$ cat src/rtl/handle_table_allocator_defines.svh
// assertion macros for the handle table allocator
// no dependencies; included by the top level only
`ifndef HANDLE_TABLE_ALLOCATOR_DEFINES_SVH
`define HANDLE_TABLE_ALLOCATOR_DEFINES_SVH

// same-cycle implication, held off while reset is low
`define HTA_ASSERT_NOW(label, clk, rst_n, ante, cons, msg) \
    label: assert property (@(posedge clk) disable iff (!rst_n) (ante) |-> (cons)) \
        else $error(msg);

// next-cycle implication, held off while reset is low
`define HTA_ASSERT_NEXT(label, clk, rst_n, ante, cons, msg) \
    label: assert property (@(posedge clk) disable iff (!rst_n) (ante) |=> (cons)) \
        else $error(msg);

`endif

$ cat src/rtl/hta_pkg.sv
// shared types and codes of the handle table allocator
// no dependencies; used by hta_ctrl, hta_datapath and handle_table_allocator
package hta_pkg;

    // operation codes
    localparam logic [2:0] OP_ALLOC     = 3'd0;
    localparam logic [2:0] OP_GET       = 3'd1;
    localparam logic [2:0] OP_FREE      = 3'd2;
    localparam logic [2:0] OP_DUP       = 3'd3;
    localparam logic [2:0] OP_CLOSE_ALL = 3'd4;
    localparam logic [2:0] OP_SET_STD   = 3'd5;

    // status codes
    localparam logic [1:0] ST_OK      = 2'd0;
    localparam logic [1:0] ST_BAD_ARG = 2'd1;
    localparam logic [1:0] ST_BAD_FD  = 2'd2;
    localparam logic [1:0] ST_FULL    = 2'd3;

    // dup target that asks for the lowest free slot
    localparam logic signed [7:0] TGT_AUTO = -8'sd1;

    // slots written by set_standard, held in flops
    localparam int STD_SLOTS = 3;

    typedef struct packed {
        logic [2:0]         operation;
        logic signed [7:0]  slot_index;
        logic signed [7:0]  target_index;
        logic [31:0]        handle;
        logic [31:0]        handle_second;
        logic [31:0]        handle_third;
    } t_req;

    typedef struct packed {
        logic [1:0]  status;
        logic [5:0]  slot_result;
        logic [31:0] handle_out;
        logic [6:0]  occupied_count;
    } t_rsp;

    // controller to datapath commands
    typedef struct packed {
        logic load;   // take input beat and start the slot read
        logic exec;   // finish the operation and load the result register
    } t_cmd;

endpackage

$ cat src/rtl/hta_ctrl.sv
// controller of the handle table allocator: accept, execute, result hand-off
// depends on hta_pkg
module hta_ctrl (
    input  logic          i_clk,
    input  logic          i_rst_n,
    input  logic          i_in_valid,
    output logic          o_in_ready,
    output logic          o_out_valid,
    input  logic          i_out_ready,
    output hta_pkg::t_cmd o_cmd
);
    import hta_pkg::*;

    typedef enum logic {
        S_IDLE,
        S_EXEC
    } t_state;

    t_state r_state;
    logic   r_out_valid;

    // input side is open whenever no item is in flight
    assign o_in_ready  = (r_state == S_IDLE);
    assign o_out_valid = r_out_valid;

    // commands
    always_comb begin
        o_cmd.load = (r_state == S_IDLE) && i_in_valid;
        o_cmd.exec = (r_state == S_EXEC) && (!r_out_valid || i_out_ready);
    end

    // state and result valid
    always_ff @(posedge i_clk) begin
        if (!i_rst_n) begin
            r_state     <= S_IDLE;
            r_out_valid <= 1'b0;
        end else begin
            unique case (r_state)
                S_IDLE: begin
                    if (i_in_valid) begin
                        r_state <= S_EXEC;
                    end
                    if (i_out_ready) begin
                        r_out_valid <= 1'b0;
                    end
                end
                S_EXEC: begin
                    if (o_cmd.exec) begin
                        r_state     <= S_IDLE;
                        r_out_valid <= 1'b1;
                    end
                end
                default: begin
                    r_state <= S_IDLE;
                end
            endcase
        end
    end

endmodule

$ cat src/rtl/hta_datapath.sv
// datapath of the handle table allocator: slot memory, occupancy, count, result
// depends on hta_pkg; driven by hta_ctrl commands
module hta_datapath #(
    parameter int TABLE_SLOTS        = 64,
    parameter int HANDLE_BITS        = 32,
    parameter int FIRST_GENERAL_SLOT = 3
) (
    input  logic          i_clk,
    input  logic          i_rst_n,
    input  hta_pkg::t_cmd i_cmd,
    input  hta_pkg::t_req i_req,
    output hta_pkg::t_rsp o_rsp
);
    import hta_pkg::*;

    localparam int IDX_W = $clog2(TABLE_SLOTS);
    localparam int CNT_W = $clog2(TABLE_SLOTS + 1);

    // slot memory (slots 0..2 live in flops instead)
    logic [HANDLE_BITS-1:0] r_mem [TABLE_SLOTS];
    logic [HANDLE_BITS-1:0] r_std [STD_SLOTS];
    logic [HANDLE_BITS-1:0] r_rd_data;

    logic [TABLE_SLOTS-1:0] r_occ, n_occ;
    logic [CNT_W-1:0]       r_count, n_count;
    t_req                   r_req;
    logic [IDX_W-1:0]       r_free_idx, n_free_idx;
    logic                   r_free_ok, n_free_ok;
    t_rsp                   r_rsp;

    logic [IDX_W-1:0]       rd_addr;
    logic                   src_ok, src_live, tgt_ok;
    logic [IDX_W-1:0]       src_idx, tgt_idx;
    logic [HANDLE_BITS-1:0] h0, h1, h2, src_h;

    logic [1:0]             n_status;
    logic [5:0]             n_chosen;
    logic [HANDLE_BITS-1:0] n_hout;
    logic                   wr_en, clr_all, set_std;
    logic [IDX_W-1:0]       wr_idx;
    logic [HANDLE_BITS-1:0] wr_h;

    assign o_rsp = r_rsp;

    // read address from the incoming beat
    assign rd_addr = IDX_W'(i_req.slot_index[6:0]);

    // lowest free general slot, searched while the item is taken in
    always_comb begin
        n_free_idx = '0;
        n_free_ok  = 1'b0;
        for (int i = TABLE_SLOTS - 1; i >= FIRST_GENERAL_SLOT; i--) begin
            if (!r_occ[i]) begin
                n_free_idx = IDX_W'(i);
                n_free_ok  = 1'b1;
            end
        end
    end

    // input register, memory read and free-slot result
    always_ff @(posedge i_clk) begin
        if (i_cmd.load) begin
            r_req      <= i_req;
            r_rd_data  <= r_mem[rd_addr];
            r_free_idx <= n_free_idx;
            r_free_ok  <= n_free_ok;
        end
    end

    // decode of the held item
    always_comb begin
        h0       = HANDLE_BITS'(r_req.handle);
        h1       = HANDLE_BITS'(r_req.handle_second);
        h2       = HANDLE_BITS'(r_req.handle_third);
        src_ok   = !r_req.slot_index[7]
                   && (32'(r_req.slot_index[6:0]) < TABLE_SLOTS);
        tgt_ok   = !r_req.target_index[7]
                   && (32'(r_req.target_index[6:0]) < TABLE_SLOTS);
        src_idx  = IDX_W'(r_req.slot_index[6:0]);
        tgt_idx  = IDX_W'(r_req.target_index[6:0]);
        src_live = src_ok && r_occ[src_idx];
        if (!src_live) begin
            src_h = '0;
        end else if (src_idx < IDX_W'(STD_SLOTS)) begin
            src_h = r_std[src_idx[1:0]];
        end else begin
            src_h = r_rd_data;
        end
    end

    // operation
    always_comb begin
        n_status = ST_OK;
        n_chosen = '0;
        n_hout   = '0;
        wr_en    = 1'b0;
        wr_idx   = src_idx;
        wr_h     = '0;
        clr_all  = 1'b0;
        set_std  = 1'b0;
        unique case (r_req.operation)
            OP_ALLOC: begin
                if (h0 == '0) begin
                    n_status = ST_BAD_ARG;
                end else if (!r_free_ok) begin
                    n_status = ST_FULL;
                end else begin
                    wr_en    = 1'b1;
                    wr_idx   = r_free_idx;
                    wr_h     = h0;
                    n_chosen = 6'(r_free_idx);
                end
            end
            OP_GET: begin
                if (!src_ok) begin
                    n_status = ST_BAD_FD;
                end else begin
                    n_hout = src_h;
                end
            end
            OP_FREE: begin
                if (!src_live) begin
                    n_status = ST_BAD_FD;
                end else begin
                    wr_en = 1'b1;
                end
            end
            OP_DUP: begin
                if (!src_live) begin
                    n_status = ST_BAD_FD;
                end else if (tgt_ok) begin
                    wr_en    = 1'b1;
                    wr_idx   = tgt_idx;
                    wr_h     = src_h;
                    n_chosen = 6'(tgt_idx);
                end else if (r_req.target_index == TGT_AUTO) begin
                    if (!r_free_ok) begin
                        n_status = ST_FULL;
                    end else begin
                        wr_en    = 1'b1;
                        wr_idx   = r_free_idx;
                        wr_h     = src_h;
                        n_chosen = 6'(r_free_idx);
                    end
                end else begin
                    n_status = ST_BAD_FD;
                end
            end
            OP_CLOSE_ALL: begin
                clr_all = 1'b1;
            end
            OP_SET_STD: begin
                set_std = 1'b1;
            end
            default: begin
                n_status = ST_BAD_ARG;
            end
        endcase
    end

    // next occupancy and count
    always_comb begin
        n_occ   = r_occ;
        n_count = r_count;
        if (clr_all) begin
            n_occ   = '0;
            n_count = '0;
        end else if (set_std) begin
            n_occ[0] = (h0 != '0);
            n_occ[1] = (h1 != '0);
            n_occ[2] = (h2 != '0);
            n_count  = r_count
                       - CNT_W'(r_occ[0]) - CNT_W'(r_occ[1]) - CNT_W'(r_occ[2])
                       + CNT_W'(h0 != '0) + CNT_W'(h1 != '0) + CNT_W'(h2 != '0);
        end else if (wr_en) begin
            n_occ[wr_idx] = (wr_h != '0);
            n_count       = r_count - CNT_W'(r_occ[wr_idx]) + CNT_W'(wr_h != '0);
        end
    end

    // occupancy bits and count
    always_ff @(posedge i_clk) begin
        if (!i_rst_n) begin
            r_occ   <= '0;
            r_count <= '0;
        end else if (i_cmd.exec) begin
            r_occ   <= n_occ;
            r_count <= n_count;
        end
    end

    // slot contents; free slots are masked by the occupancy bits
    always_ff @(posedge i_clk) begin
        if (i_cmd.exec) begin
            if (set_std) begin
                r_std[0] <= h0;
                r_std[1] <= h1;
                r_std[2] <= h2;
            end else if (wr_en) begin
                if (wr_idx < IDX_W'(STD_SLOTS)) begin
                    r_std[wr_idx[1:0]] <= wr_h;
                end else begin
                    r_mem[wr_idx] <= wr_h;
                end
            end
        end
    end

    // result register
    always_ff @(posedge i_clk) begin
        if (i_cmd.exec) begin
            r_rsp.status         <= n_status;
            r_rsp.slot_result    <= n_chosen;
            r_rsp.handle_out     <= 32'(n_hout);
            r_rsp.occupied_count <= 7'(n_count);
        end
    end

endmodule

$ cat src/rtl/handle_table_allocator.sv
// the input beat and the slot memory read are registered, then execution loads the result register
// a new item is taken only once the last has executed; slot memory read, then execute and write
// the lowest-free search runs over the occupancy vector during the read cycle
// reset clears occupancy bits and the count at once; no clearing pass is needed
// a result waiting at the output does not block the next input beat
module handle_table_allocator #(
    parameter int TABLE_SLOTS        = 64,
    parameter int HANDLE_BITS        = 32,
    parameter int FIRST_GENERAL_SLOT = 3
) (
    input  logic          i_clk,
    input  logic          i_rst_n,
    input  logic          i_in_valid,
    output logic          o_in_ready,
    input  hta_pkg::t_req i_in_req,
    output logic          o_out_valid,
    input  logic          i_out_ready,
    output hta_pkg::t_rsp o_out_rsp
);
    import hta_pkg::*;

    `include "handle_table_allocator_defines.svh"

    t_cmd cmd;

    // controller
    hta_ctrl u_ctrl (
        .i_clk       (i_clk),
        .i_rst_n     (i_rst_n),
        .i_in_valid  (i_in_valid),
        .o_in_ready  (o_in_ready),
        .o_out_valid (o_out_valid),
        .i_out_ready (i_out_ready),
        .o_cmd       (cmd)
    );

    // datapath
    hta_datapath #(
        .TABLE_SLOTS        (TABLE_SLOTS),
        .HANDLE_BITS        (HANDLE_BITS),
        .FIRST_GENERAL_SLOT (FIRST_GENERAL_SLOT)
    ) u_datapath (
        .i_clk   (i_clk),
        .i_rst_n (i_rst_n),
        .i_cmd   (cmd),
        .i_req   (i_in_req),
        .o_rsp   (o_out_rsp)
    );

    // checks
    `HTA_ASSERT_NEXT(a_busy_after_accept, i_clk, i_rst_n, cmd.load, !o_in_ready, "accepted while busy")
    `HTA_ASSERT_NOW(a_exec_output_free, i_clk, i_rst_n, cmd.exec, !o_out_valid || i_out_ready, "result overwritten")
    `HTA_ASSERT_NEXT(a_result_after_exec, i_clk, i_rst_n, cmd.exec, o_out_valid, "result beat missing")
    `HTA_ASSERT_NOW(a_load_exec_apart, i_clk, i_rst_n, cmd.load, !cmd.exec, "load and execute together")

endmodule

$ cat config.mk
export PLATFORM = sky130hd
export DESIGN_NAME = handle_table_allocator
export DESIGN_NICKNAME = d
export VERILOG_FILES = /design/src/rtl/hta_pkg.sv /design/src/rtl/hta_ctrl.sv /design/src/rtl/hta_datapath.sv /design/src/rtl/handle_table_allocator.sv
export VERILOG_INCLUDE_DIRS = /design/src /design/src/rtl
export SDC_FILE = /design/constraint.sdc
export NUM_CORES = 2
export LEC_CHECK = 0
export BUFFER_PORTS_ARGS = -buffer_cell sky130_fd_sc_hd__buf_2
export CAP_MARGIN = 20
export CORE_UTILIZATION = 55
export DETAILED_ROUTE_END_ITERATION = 6
export GPL_TIMING_DRIVEN = 0
export PLACE_DENSITY = 0.71
export REMOVE_ABC_BUFFERS = 1
export SETUP_SLACK_MARGIN = 0.4
export SYNTH_ARGS = -nofsm -noshare
export SYNTH_HDL_FRONTEND = slang
export SYNTH_HIERARCHICAL = 1
export SYNTH_SLANG_ARGS = --single-unit
$ cat constraint.sdc
create_clock -name i_clk -period 7.5 [get_ports i_clk]
set_clock_uncertainty 0.1 [all_clocks]
set_input_delay 0.375 -clock i_clk [delete_from_list [all_inputs] [get_ports i_clk]]
set_output_delay 0.375 -clock i_clk [all_outputs]
set_load 0.01 [all_outputs]
==> qor.yml <==
placed_design:
  port_buffers: 167
  dp_slack_ps: -403
  gp_congestion: 0.897
  hpwl_um: 152000
yosys:
  async_flop_share_pct: 0
  synth-main-ff-cell: "edfxtp_1"
  synth_top_area_share_pct: 73.7
  synth-seq-area-share_pct: 75.3
  syn_inst: 4582
  syn_avg_cell_area_sq_um: 21.1
  synthMostInstantiatedCell: "edfxtp_1"
  syn_area_sq_mm: 0.0968
  synth_cell_types: 82
  yosys-top-cells-area: "edfxtp_1, mux4_2, dfxtp_1"
  ys_seq_elements: 2452
  synth_common_cells: "edfxtp_1, mux4_2, nor2_1"
  ys_warn_count: 6
  yosys.area.top_type: "edfxtp_1"
  synth_edf_count: 2377
clocking:
  path_clk_slew_ps: 70
  cts-root-buf: "clkbuf_16"
  clk_path_buf_depth: 3
  htreeDepth: 4
  cts_made_buffers: 230
  cts.sink_count: 2452
  cts_tree: "built"
  worstSkewPairLatency_ps: 880
setup_path:
  cp.required_ps: 8220
  cpPeakStageDelay_ps: 800
  cpLargestDelayFamily: "simple AND/OR/NAND/NOR gates"
  worst_setup_path_end_kind: "flop"
  cp_num_buf_inv: 4
  cp_common_cell: "nor2_1"
  crit_fanout: 42
  cp-start-kind: "flop"
  cp_slowest_cell: "edfxtp_1"
  cp.arrival_ps: 7610
  critical_path_class: "reg2reg"
route:
  first_pass_iters: 7
  via_per_inst: 6.70
  routedWlPerCell_um: 34.1
  route.vias.total: 51448
  drt_iter0_drc: 7702
  ant_nets: 0
  wl_um: 262000
  drc: 0
floorplan:
  initial_utilization_pct: 55.5
  core_region_area_sq_mm: 0.174
  io_pins: 168
  die_area_sq_mm: 0.178
  die_w_um: 422
  rows: 153
  die_y_um: 422
grt:
  grt_first_pass_wirelength_um: 369000
  grt_overflow: 0
  antenna_found_initial: 9
  grt_use_total_pct: 29.4
  grt_pass1_vias: 50815
  grt_max_degree: 102
sta:
  tns_ps: 0
  setup_slack_ps: 608
  hold_violations: 0
  rsz0062_at_grt: "false"
  setup_viol: 0
  worstMarginPinSlew_ps: 1150
  finalCritPeriodShare_pct: 91.9
  final_max_slew_viol_count: 0
  maxSlewHeadroom_pct: 23.5
  finalCriticalPeriod_ps: 6890
  fmax_ghz: 0.145
finish:
  n_fill_cell: 10964
  drive_gt1_share_pct: 30.0
  nets: 5294
  area_delta_synth_final_pct: 17.0
run:
  cap_viol_max_count: 0
hold_path:
  hold_path_class: "in2reg"
status:
  status: "finished clean"
pwr:
  ir_worst_vdd_mv: 0.237
  power_w: 0.0284
  powerDensity_mw_per_mm2: 251
  leakagePower_nw: 35.3
==> worst paths after layout <==
kind | start | to | slack [ps] | cells after the start
max | u_datapath/r_req[109] | u_datapath/r_count[6] | 610 | 25
min | i_in_req[79] | u_datapath/h0[15] | 110 | 2
max reg2reg | u_datapath/r_req[109] | u_datapath/r_count[6] | 610 | 25
min reg2reg | u_datapath/r_occ[6] | u_datapath/r_occ[6] | 460 | 2
==> cell families after synthesis <==
group	after synthesis	share of synthesized area [%]
adders and majority gates	16	0.246
and+or+nand+nor	590	2.78
muxes	847	17.9
AOI/OAI and AO/OA	360	2.42
other	1	0.00387
DFF	2452	75.3
xor gates and xnor gates	9	0.0814
buffers and inverters	307	1.26
==> registers in the layout, summed over array words and instances, names as in the netlist, named ones only <==
signal / flops
u_ctrl/o_out_valid: 1
u_ctrl/r_state: 1
u_datapath/h0: 32
u_datapath/h1: 32
u_datapath/h2: 32
u_datapath/o_rsp: 47
u_datapath/r_count: 7
u_datapath/r_free_idx: 6
u_datapath/r_free_ok: 1
u_datapath/r_mem: 2048
u_datapath/r_occ: 64
u_datapath/r_rd_data: 32
u_datapath/r_req: 19
u_datapath/r_std: 128
==> repair_timing <==
action | CTS | global route
buffers inserted | 11 | 17
hold endpoints to repair | 143 | 0
endpoints found under the setup margin | 21 | 2
pin swaps | 1 | 6
gates resized for setup | 11 | 18
hold buffers | 116 | 0
==> stage by stage <==
| stage | std cells | utilization (%) | cell area, sq um | hold slack, ps |
|---|---|---|---|---|
| CTS | 7654 | 64.7 | 113000 | 48.5 |
| floorplan | 4457 | - | 96300 | 373 |
| finish | 7681 | 64.9 | 113000 | 111 |
| global placement | 6949 | 57.4 | 100000 | 385 |
| global route | 7677 | 64.9 | 113000 | 75.3 |
| detailed placement | 7105 | 59.7 | 104000 | 423 |
==> layout by cell type, fill, tap and decap left out, types with 54 or more instances in the layout <==
master,n
a21oi_1,77
buf_12,86
buf_16,60
buf_2,163
clkbuf_16,234
conb_1,128
dfxtp_1,73
dlygate4sd3_1,116
edfxtp_1,2377
mux2_2,54
mux2i_1,79
mux4_2,701
nand2_1,182
nor2_1,127
nor2_4,61
o21ai_0,68
o21ai_1,61
==> area by class of cell <==
cell class              instances  area [sq um]  area share (%)
multi-input cells            1950         23900            21.1
repair buffers                470          5800            5.12
diodes                          7          17.5          0.0155
clock inverters               142          1530            1.35
clock buffers                 280          6000            5.29
flip-flops and latches       2452         72900            64.4
inverters                      55           211           0.187
well taps                    2325          2910            2.57
==> metal layers <==
| metal | GRT usage [%] | wire length, um |
|---|---|---|
| met1 | 40.0 | 94000 |
| met2 | 46.3 | 126000 |
| met3 | 6.59 | 29400 |
| met4 | 12.6 | 12600 |
| met5 | 0 | 33 |
==> power by group <==
group          total (W)  switching [W]  leakage, nW  internal, W
sequential        0.0152      0.0000973         21.6       0.0151
clock             0.0117        0.00508         3.67      0.00659
combinational    0.00158       0.000893         10.1     0.000687
(Power assumes the default switching activity.)
